## src/rtl/core/gpioplc_pkg.sv

```systemverilog
package gpioplc_pkg;

    localparam int BANKS          = 8;
    localparam int PORTS_PER_BANK = 4;
    localparam int PINS_PER_PORT  = 8;
    localparam int NPORTS         = BANKS * PORTS_PER_BANK;
    localparam int ADDR_W         = (NPORTS > 1) ? $clog2(NPORTS) : 1;

    // stream word layouts
    localparam int IN_W  = 48;
    localparam int OUT_W = 40;

    typedef enum logic [1:0] {
        CMD_READ   = 2'd0,
        CMD_WRITE  = 2'd1,
        CMD_SAMPLE = 2'd2,
        CMD_NONE   = 2'd3
    } t_cmd;

    typedef enum logic [1:0] {
        ST_OK     = 2'd0,
        ST_BAD    = 2'd1,
        ST_LOCKED = 2'd2
    } t_status;

    typedef enum logic {
        FSM_IDLE = 1'b0,
        FSM_EXEC = 1'b1
    } t_fsm;

    localparam logic [3:0] REG_CFG     = 4'd0;
    localparam logic [3:0] REG_OE      = 4'd1;
    localparam logic [3:0] REG_OUT     = 4'd2;
    localparam logic [3:0] REG_IN      = 4'd3;
    localparam logic [3:0] REG_ISTAT   = 4'd4;
    localparam logic [3:0] REG_IEN     = 4'd5;
    localparam logic [3:0] REG_TRIG    = 4'd6;
    localparam logic [3:0] REG_CLR     = 4'd7;
    localparam logic [3:0] REG_INVALID = 4'hB;

    // one memory entry holds every register of a port
    typedef struct packed {
        logic [23:0] trig;
        logic [7:0]  ien;
        logic [7:0]  ist;
        logic [7:0]  inl;
        logic [7:0]  outl;
        logic [7:0]  oe;
        logic [7:0]  lock;
        logic [7:0]  mode;
    } t_entry;

    // per pin trigger: edge select, polarity, both-edge
    function automatic logic [7:0] detect(input logic [7:0] old_lv, input logic [7:0] now_lv,
                                          input logic [23:0] trig);
        logic [7:0] pol;
        logic [7:0] edg_sel;
        logic [7:0] both;
        logic [7:0] rise;
        logic [7:0] fall;
        logic [7:0] lvl;
        logic [7:0] edg;
        pol     = trig[7:0];
        edg_sel = trig[15:8];
        both    = trig[23:16];
        rise    = ~old_lv & now_lv;
        fall    = old_lv & ~now_lv;
        lvl     = (pol & now_lv) | (~pol & ~now_lv);
        edg     = (both & (rise | fall)) | (~both & ((pol & rise) | (~pol & fall)));
        return (edg_sel & edg) | (~edg_sel & lvl);
    endfunction

endpackage

```

## src/rtl/core/gpio_port_controller_with_locks_core.sv

```systemverilog
// Banked GPIO controller. Each input word is a register read, a register write or a pin
// sample for one port; each produces exactly one result word (read data, status, the
// port's enabled pending interrupts and a global interrupt flag). All per-port registers
// live in one single-port memory: the entry is read when the word is accepted and the
// modified entry is written back when the result is registered, which waits until the
// output is free. The next word is accepted while a result is still waiting at the
// output. Entries never written read as zero through per-entry valid bits.
module gpio_port_controller_with_locks_core (
    input  logic        i_clk,
    input  logic        i_rst_n,
    input  logic        i_cfg_we,
    input  logic        i_cfg_wdata,   // lock_write_open
    input  logic        i_s_tvalid,
    output logic        o_s_tready,
    // cmd[1:0] bank[4:2] port[6:5] reg_index[10:7] write_data[34:11] pin_levels[42:35]
    input  logic [gpioplc_pkg::IN_W-1:0]  i_s_tdata,
    output logic        o_m_tvalid,
    input  logic        i_m_tready,
    // read_data[23:0] status[25:24] port_irq[33:26] any_irq[34]
    output logic [gpioplc_pkg::OUT_W-1:0] o_m_tdata
);

    localparam int AW = gpioplc_pkg::ADDR_W;
    localparam int NP = gpioplc_pkg::NPORTS;

    gpioplc_pkg::t_entry r_mem [NP];
    logic [NP-1:0]       r_vld;
    logic [NP-1:0]       r_pend;
    logic [NP-1:0]       n_pend;

    gpioplc_pkg::t_fsm   r_state;
    gpioplc_pkg::t_fsm   n_state;
    logic                r_lwo;

    gpioplc_pkg::t_cmd   r_cmd;
    logic                r_addr_ok;
    logic [AW-1:0]       r_addr;
    logic [3:0]          r_reg;
    logic [23:0]         r_wd;
    logic [7:0]          r_pins;
    gpioplc_pkg::t_entry r_ent;
    logic                r_ent_ok;

    logic                r_out_valid;
    logic [gpioplc_pkg::OUT_W-1:0] r_out_data;

    logic                w_accept;
    logic                w_fire;
    logic [7:0]          w_idx;
    logic                w_addr_ok;
    logic [AW-1:0]       w_addr;
    gpioplc_pkg::t_entry w_ent;
    gpioplc_pkg::t_entry w_new;
    logic [23:0]         w_rd;
    gpioplc_pkg::t_status w_st;
    logic [7:0]          w_irq;
    logic [7:0]          w_w8;
    logic [7:0]          w_mode;
    logic [7:0]          w_lock;

    // address decode of the incoming word
    always_comb begin
        w_idx     = 8'(i_s_tdata[4:2]) * 8'(gpioplc_pkg::PORTS_PER_BANK) + 8'(i_s_tdata[6:5]);
        w_addr    = w_idx[AW-1:0];
        w_addr_ok = (5'(i_s_tdata[4:2]) < 5'(gpioplc_pkg::BANKS)) &&
                    (4'(i_s_tdata[6:5]) < 4'(gpioplc_pkg::PORTS_PER_BANK));
    end

    // FSM: next state
    always_comb begin
        n_state = r_state;
        case (r_state)
            gpioplc_pkg::FSM_IDLE: if (w_accept) n_state = gpioplc_pkg::FSM_EXEC;
            gpioplc_pkg::FSM_EXEC: if (w_fire) n_state = gpioplc_pkg::FSM_IDLE;
            default:               n_state = gpioplc_pkg::FSM_IDLE;
        endcase
    end

    // FSM: outputs
    always_comb begin
        o_s_tready = 1'b0;
        w_fire     = 1'b0;
        case (r_state)
            gpioplc_pkg::FSM_IDLE: o_s_tready = 1'b1;
            gpioplc_pkg::FSM_EXEC: w_fire = !r_out_valid || i_m_tready;
            default: ;
        endcase
    end

    assign w_accept = i_s_tvalid && o_s_tready;

    // read-modify of the fetched entry
    always_comb begin
        w_ent  = r_ent_ok ? r_ent : '0;
        w_new  = w_ent;
        w_rd   = '0;
        w_st   = gpioplc_pkg::ST_OK;
        w_w8   = r_wd[7:0];
        w_mode = (w_ent.mode & w_ent.lock) | (w_w8 & ~w_ent.lock);
        w_lock = r_lwo ? r_wd[15:8] : w_ent.lock;
        if (!r_addr_ok || r_cmd == gpioplc_pkg::CMD_NONE) begin
            w_st = gpioplc_pkg::ST_BAD;
        end else if (r_cmd == gpioplc_pkg::CMD_SAMPLE) begin
            w_new.ist = w_ent.ist |
                        (gpioplc_pkg::detect(w_ent.inl, r_pins, w_ent.trig) & w_ent.mode);
            w_new.inl = r_pins;
        end else if (r_reg > gpioplc_pkg::REG_CLR || r_reg == gpioplc_pkg::REG_INVALID) begin
            w_st = gpioplc_pkg::ST_BAD;
        end else if (r_cmd == gpioplc_pkg::CMD_READ) begin
            case (r_reg)
                gpioplc_pkg::REG_CFG:   w_rd = {8'h00, w_ent.lock, w_ent.mode};
                gpioplc_pkg::REG_OE:    w_rd = 24'(w_ent.oe);
                gpioplc_pkg::REG_OUT:   w_rd = 24'(w_ent.outl);
                gpioplc_pkg::REG_IN:    w_rd = 24'(w_ent.inl);
                gpioplc_pkg::REG_ISTAT: w_rd = 24'(w_ent.ist);
                gpioplc_pkg::REG_IEN:   w_rd = 24'(w_ent.ien);
                gpioplc_pkg::REG_TRIG:  w_rd = w_ent.trig;
                default:                w_rd = '0;
            endcase
        end else begin
            case (r_reg)
                gpioplc_pkg::REG_CFG: begin
                    w_new.mode = w_mode;
                    w_new.lock = w_lock;
                    if (w_mode != w_w8 || w_lock != r_wd[15:8]) w_st = gpioplc_pkg::ST_LOCKED;
                end
                gpioplc_pkg::REG_OE: begin
                    w_new.oe = (w_ent.oe & w_ent.lock) | (w_w8 & ~w_ent.lock);
                    if (w_new.oe != w_w8) w_st = gpioplc_pkg::ST_LOCKED;
                end
                gpioplc_pkg::REG_OUT: w_new.outl = w_w8;
                gpioplc_pkg::REG_IEN: w_new.ien  = w_w8;
                gpioplc_pkg::REG_TRIG: w_new.trig = r_wd;
                gpioplc_pkg::REG_CLR: w_new.ist  = w_ent.ist & ~w_w8;
                default: ;   // input and status are read-only
            endcase
        end
        w_irq  = r_addr_ok ? (w_new.ist & w_new.ien) : 8'h00;
        n_pend = r_pend;
        if (r_addr_ok) n_pend[r_addr] = |w_irq;
    end

    // control
    always_ff @(posedge i_clk) begin
        if (!i_rst_n) begin
            r_state     <= gpioplc_pkg::FSM_IDLE;
            r_lwo       <= 1'b1;
            r_vld       <= '0;
            r_pend      <= '0;
            r_out_valid <= 1'b0;
        end else begin
            r_state <= n_state;
            if (i_cfg_we) r_lwo <= i_cfg_wdata;
            if (w_fire) begin
                r_pend      <= n_pend;
                r_out_valid <= 1'b1;
                if (r_addr_ok) r_vld[r_addr] <= 1'b1;
            end else if (i_m_tready) begin
                r_out_valid <= 1'b0;
            end
        end
    end

    // payload and memory
    always_ff @(posedge i_clk) begin
        if (w_accept) begin
            r_cmd     <= gpioplc_pkg::t_cmd'(i_s_tdata[1:0]);
            r_addr_ok <= w_addr_ok;
            r_addr    <= w_addr;
            r_reg     <= i_s_tdata[10:7];
            r_wd      <= i_s_tdata[34:11];
            r_pins    <= i_s_tdata[42:35];
            r_ent     <= r_mem[w_addr];
            r_ent_ok  <= r_vld[w_addr];
        end
        if (w_fire && r_addr_ok) r_mem[r_addr] <= w_new;
        if (w_fire) r_out_data <= {5'b0, |n_pend, w_irq, w_st, w_rd};
    end

    assign o_m_tvalid = r_out_valid;
    assign o_m_tdata  = r_out_data;

`ifndef SYNTHESIS
    a_accept_to_exec: assert property (@(posedge i_clk) disable iff (!i_rst_n)
        w_accept |=> r_state == gpioplc_pkg::FSM_EXEC)
        else $error("accepted word did not start execution");

    a_fire_to_idle: assert property (@(posedge i_clk) disable iff (!i_rst_n)
        w_fire |=> (r_state == gpioplc_pkg::FSM_IDLE && r_out_valid))
        else $error("result not presented after execution");

    a_any_irq: assert property (@(posedge i_clk) disable iff (!i_rst_n)
        r_out_valid |-> (r_out_data[34] == |r_pend))
        else $error("any_irq disagrees with pending ports");

    a_no_ready_in_exec: assert property (@(posedge i_clk) disable iff (!i_rst_n)
        (r_state == gpioplc_pkg::FSM_EXEC) |-> !o_s_tready)
        else $error("input ready while an item is in flight");
`endif

endmodule
```

## config.mk

```make
export PLATFORM = sky130hd
export DESIGN_NAME = gpio_port_controller_with_locks_core
export DESIGN_NICKNAME = d
export VERILOG_FILES = /design/src/rtl/core/gpioplc_pkg.sv /design/src/rtl/core/gpio_port_controller_with_locks_core.sv
export SDC_FILE = /design/constraint.sdc
export NUM_CORES = 2
export LEC_CHECK = 0
export BUFFER_PORTS_ARGS = -buffer_cell sky130_fd_sc_hd__buf_2
export CAP_MARGIN = 0
export CORE_MARGIN = 8
export CORE_UTILIZATION = 60
export DETAILED_ROUTE_END_ITERATION = 8
export PLACE_DENSITY_LB_ADDON = 0.05
export REMOVE_ABC_BUFFERS = 1
export SLEW_MARGIN = 20
export SYNTH_ARGS = -nofsm -noshare
export SYNTH_HDL_FRONTEND = slang
export SYNTH_SLANG_ARGS = --single-unit
```

## constraint.sdc

```tcl
create_clock -name i_clk -period 17.4 [get_ports i_clk]
set_input_delay 0.87 -clock i_clk [delete_from_list [all_inputs] [get_ports i_clk]]
set_output_delay 0.87 -clock i_clk [all_outputs]
set_load 0.02 [all_outputs]
```

---- Word level (Yosys, flattened, before mapping) ----
Memories as Yosys holds them, arrays and structs flattened. A register that Yosys moved wholly into a read port is not among the register bits.
Index checks and enable logic that the tools add are counted.
word-level totals
  memory bits (writable) .................. 2560
  output and inout bits ................... 42
  word-level logic and storage cells ...... 119
  bits in registers ....................... 146
  input bits .............................. 54
  memories ................................ 1
memory list
  memory  words  bits a word  read ports  clocked after memory_dff  wr ports  line                                        source
  r_mem   32     80           1           1                         1         gpio_port_controller_with_locks_core.sv:26  gpioplc_pkg::t_entry r_mem [NP];
cells by class
  $lt $le $gt $ge ......................... 4
  reductions and logical operators ........ 13
  mux-type cells .......................... 38
  equality and inequality tests ........... 13
  bitwise gates (word level) .............. 34
  add/sub/neg operators ................... 1
operator list
  kind                  number
  $pmux W24 S7          1
  $mux W80              2
  $and A8 B8 Y8         16
  $mux W32              4
  $mux W40              2
  $or A8 B8 Y8          8
  $mux W8               7
  $not A8 Y8            7
  $bwmux W32            1
  $or A32 B32 Y32       1
  $reduce_or A32 Y1     1
  $mux W24              1
  $ne A8 B8 Y1          3
  $eq A4 B3 Y1 const B  4
  $mux W16              1
  $mux W1               13
  $lt A5 B6 Y1 const B  2
  $eq A4 B2 Y1 const B  2
  $reduce_or A4 Y1      2
  $reduce_or A8 Y1      1
  $add A5 B2 Y5         1
  $bmux W1 S5           1
  $demux W1 S5          1
  $ge A5 B1 Y1 const B  1
  14 further kinds      20

---- Longest topological paths before layout ----
  depth after elaboration ................. 17
  mapped depth ............................ 14
  mapped depth without buffers ............ 9

---- Worst setup path after synthesis ----
No wires, ideal clock.
  path kind ............................... input-to-reg
  from .................................... input port i_m_tready
  to ...................................... register r_pend[22]
  arrival time ............................ 6821 ps
  required time ........................... 17314 ps
  buffers on the path ..................... 1
  stages .................................. 7
  library setup time ...................... 86 ps
  setup slack ............................. 10493 ps
  cells stage by stage .................... nand2b_1 and2_1 clkbuf_1 nand3b_1 nor2_1 o21ai_0 a21oi_2
between the ends
  longest elaborated chain between the ends .. 2
ends and longest elaborated chain
  element               line                                         source
  from (decl)           gpio_port_controller_with_locks_core.sv:18   input logic i_m_tready,
  $logic_or A1 B1 Y1    gpio_port_controller_with_locks_core.sv:85   gpioplc_pkg::FSM_EXEC: w_fire = !r_out_valid || i_m_tready;
  $mux W1               gpio_port_controller_with_locks_core.sv:83   case (r_state)
  via w_fire            gpio_port_controller_with_locks_core.sv:48   logic w_fire;
  to (signal assigned)  gpio_port_controller_with_locks_core.sv:155  r_pend <= n_pend;
  to (decl)             gpio_port_controller_with_locks_core.sv:28   logic [NP-1:0] r_pend;
The timed path passes the listed nets, and every way through them passes these cells.
A chain may end at the register's enable or synchronous reset.

---- Worst setup path after layout ----
  from .................................... register r_state
  to ...................................... register r_pend[9]
between the ends
  longest elaborated chain between the ends .. 1
ends and longest elaborated chain
  element                 line                                         source
  from (decl)             gpio_port_controller_with_locks_core.sv:31   gpioplc_pkg::t_fsm r_state;
  from (signal assigned)  gpio_port_controller_with_locks_core.sv:146  r_state <= gpioplc_pkg::FSM_IDLE;
  from (signal assigned)  gpio_port_controller_with_locks_core.sv:152  r_state <= n_state;
  $mux W1                 gpio_port_controller_with_locks_core.sv:83
Every way passes these cells.

==> reports/results.txt <==
residual DRC count = 0
Switching Share = 20.91%
DR vias/cell = 6.965
max reg flops = 2,560
Die Wd = 439.2 um
Worst-path clk slew = 0.06 ns
CP max-delay cell = buf_4
CP endpoint kind = flip-flop
worst min-delay path category = primary input to flip-flop
Hold-fix buffers, CTS = 0
CTS Buf Count = 295
P_int = 11.18 mW
Synth area leader = edfxtp_1
vias in the first global route = 52,054
CP peak stage delay = 0.87 ns
register bit total from synthesis = 2,786
critical path class = flip-flop to flip-flop
DRT iter0 DRCs = 7,297
filler cell count = 10,918
largest net degree at the start of global routing = 119
CP most frequent cell = buf_4
die area = 192,900 um^2
ys async rst share = 0%
Antenna Violating Nets Remaining = 0
Fin Hold WS = 0.1271 ns
CP max FO = 38
I/O pins = 96
CP cell instances = and2_2, buf_4, nand3b_1, nor2_4, buf_4, buf_4, o21ai_0, a21oi_2
# setup viols final = 0
critical path arrival = 6.17 ns
height of the die = 439.2 um
DR pass1 iterations = 8
CTS Root Cell = clkbuf_16
CTS tree = built
Biggest register = r_mem
core footprint = 178,200 um^2
Comb power frac = 5.0%
Gate Count Post-Synth = 4,630
Yosys top cell area share = 75.98%
initial core utilization = 60.29%
Final Skew = 0.03647 ns
Syn-to-layout area delta = 12.32%
Detail Placement HPWL = 142,100 um
Final Max Slew Viols = 0
Avg WL per Cell = 37.88 um
GR Overflow Total = 0
Max clock buf depth = 4
first-pass GRT wire length = 395,100 um
power per cell area = 117.1 nW/um^2
# rows = 155
Routed Wire Length = 283,000 um
Layout Utilization = 67.72%
GP Congestion = 0.8232
synthesized area = 107,500 um^2
# resized after CTS = 0
Syn Area/Cell = 23.21 um^2
LEAKAGE = 38.07 nW
Post-Place Cell Area = 111,500 um^2
max_slew headroom = 21.60%
Sw Pwr = 2.956 mW
Worst-Skew Late Latency = 0.92 ns
EDFF count, synth = 2,719
Clock Sinks = 2,786
Post-Route Setup TNS = 0 ns
H-Tree Depth = 5
Maximum Capacitance Violations = 0
I/O Buffers = 85
initial antenna violation count = 4
CP bufs+invs = 3
Sequential Power Share = 53.4%
Clk pwr share = 41.6%
sequential share of the synthesized area = 77.23%
worst-margin pin slew = 1.173 ns
fin crit period = 5.322 ns
setup repair bufs after CTS = 0
Final Cell Area = 120,700 um^2
synth unique cells = 68
cell family contributing the most delay on the critical path = buffers and inverters
worst path required time = 18.24 ns
Tot GR Track Use = 29.34%
RSZ-0062 raised after global routing = false
Synth area leaders = edfxtp_1 76%, mux4_2 17%, dfxtp_1 1.2%
CP startpoint kind = flip-flop
fin nets = 4,981
Hold Fails Final Rpt = 0
Yosys Warn Count = 0
maximum vdd drop = 102.3 uV
share of cells above drive strength 1 = 31.97%
via count = 52,039
period utilization = 30.59%
Main synth FF type = edfxtp_1
maximum clock frequency = 187.9 MHz
status = completed
stage by stage:
stage / setup slack (ns) / power [mW] / instances
3_3_place_gp: 11.57 / 8.372 / 6967
3_5_place_dp: 11.47 / 8.387 / 6967
2_1_floorplan: 10.53 / 8.041 / 4377
6_report: 12.08 / 14.14 / 7472
5_1_grt: 12.00 / 14.49 / 7469
4_1_cts: 12.09 / 14.21 / 7464
power by group through the flow:
stage	logic (mW)	clock network, mW	registers (mW)
after global routing	0.747	6.20	7.54
final	0.706	5.88	7.55
after detailed placement	0.701	0	7.69
after CTS	0.703	5.96	7.54
after global placement	0.687	0	7.68
after floorplan	0.376	0	7.67
worst paths after layout:
path / end / slack (ns) / startpoint / cells past startpoint
hold reg to reg: r_vld[31] / 0.46 / r_vld[31] / 1
hold / removal: r_wd[22] / 0.13 / i_s_tdata[33] / 1
setup reg to reg: r_pend[9] / 12.08 / r_state / 8
setup / recovery: r_pend[9] / 12.08 / r_state / 8
Yosys cell counts, types with 17 or more instances:
cell	instances
a21oi_2	29
a22oi_1	22
buf_1	17
buf_2	66
clkbuf_1	162
dfxtp_1	67
edfxtp_1	2719
inv_1	25
mux2_2	85
mux4_2	810
nand2_1	133
nand3_1	26
nor2_1	60
o211ai_1	17
o21a_1	37
o21ai_0	122
placed cells by master, fill, tap and decap left out, drive strengths merged, types with 61 or more instances in the layout:
| master | netlist | final |
|---|---|---|
| buf | 95 | 236 |
| nand2 | 134 | 134 |
| dfxtp | 67 | 67 |
| mux4 | 810 | 810 |
| edfxtp | 2719 | 2719 |
| nor2 | 61 | 61 |
| o21ai | 127 | 127 |
| clkbuf | 162 | 384 |
| clkinv | 0 | 89 |
| mux2 | 85 | 85 |
cell families (layout without fill, tap and decap cells):
family | after synthesis | after routing | synth area share, %
adder cells (fa/ha/maj) | 16 | 16 | 0.1863
AND/OR/NAND/NOR | 306 | 306 | 1.375
buffers and inverters | 282 | 759 | 1.121
other | 1 | 11 | 0.003490
multiplexers | 902 | 902 | 17.93
XOR/XNOR | 25 | 25 | 0.2038
AO/OA/AOI/OAI | 312 | 312 | 1.949
flip-flops | 2786 | 2786 | 77.23
cell type report:
| cell class | instances | area, um^2 | area share, % |
|---|---|---|---|
| sequential | 2786 | 82990 | 68.76 |
| antenna | 6 | 15.01 | 0.01244 |
| clock inverter | 114 | 932.1 | 0.7723 |
| clock buffer | 383 | 7933 | 6.572 |
| tap | 2355 | 2947 | 2.441 |
| inverter | 25 | 93.84 | 0.07775 |
| multi-input combinational | 1566 | 24010 | 19.89 |
| timing repair buffer | 237 | 1778 | 1.473 |
layer usage:
layer	routed length, um	GRT usage (%)
met2	139100	47.13
met3	26630	5.280
met1	106700	41.56
met4	10660	10.07
met5	0	0
Power figures use the tool's default switching activity.
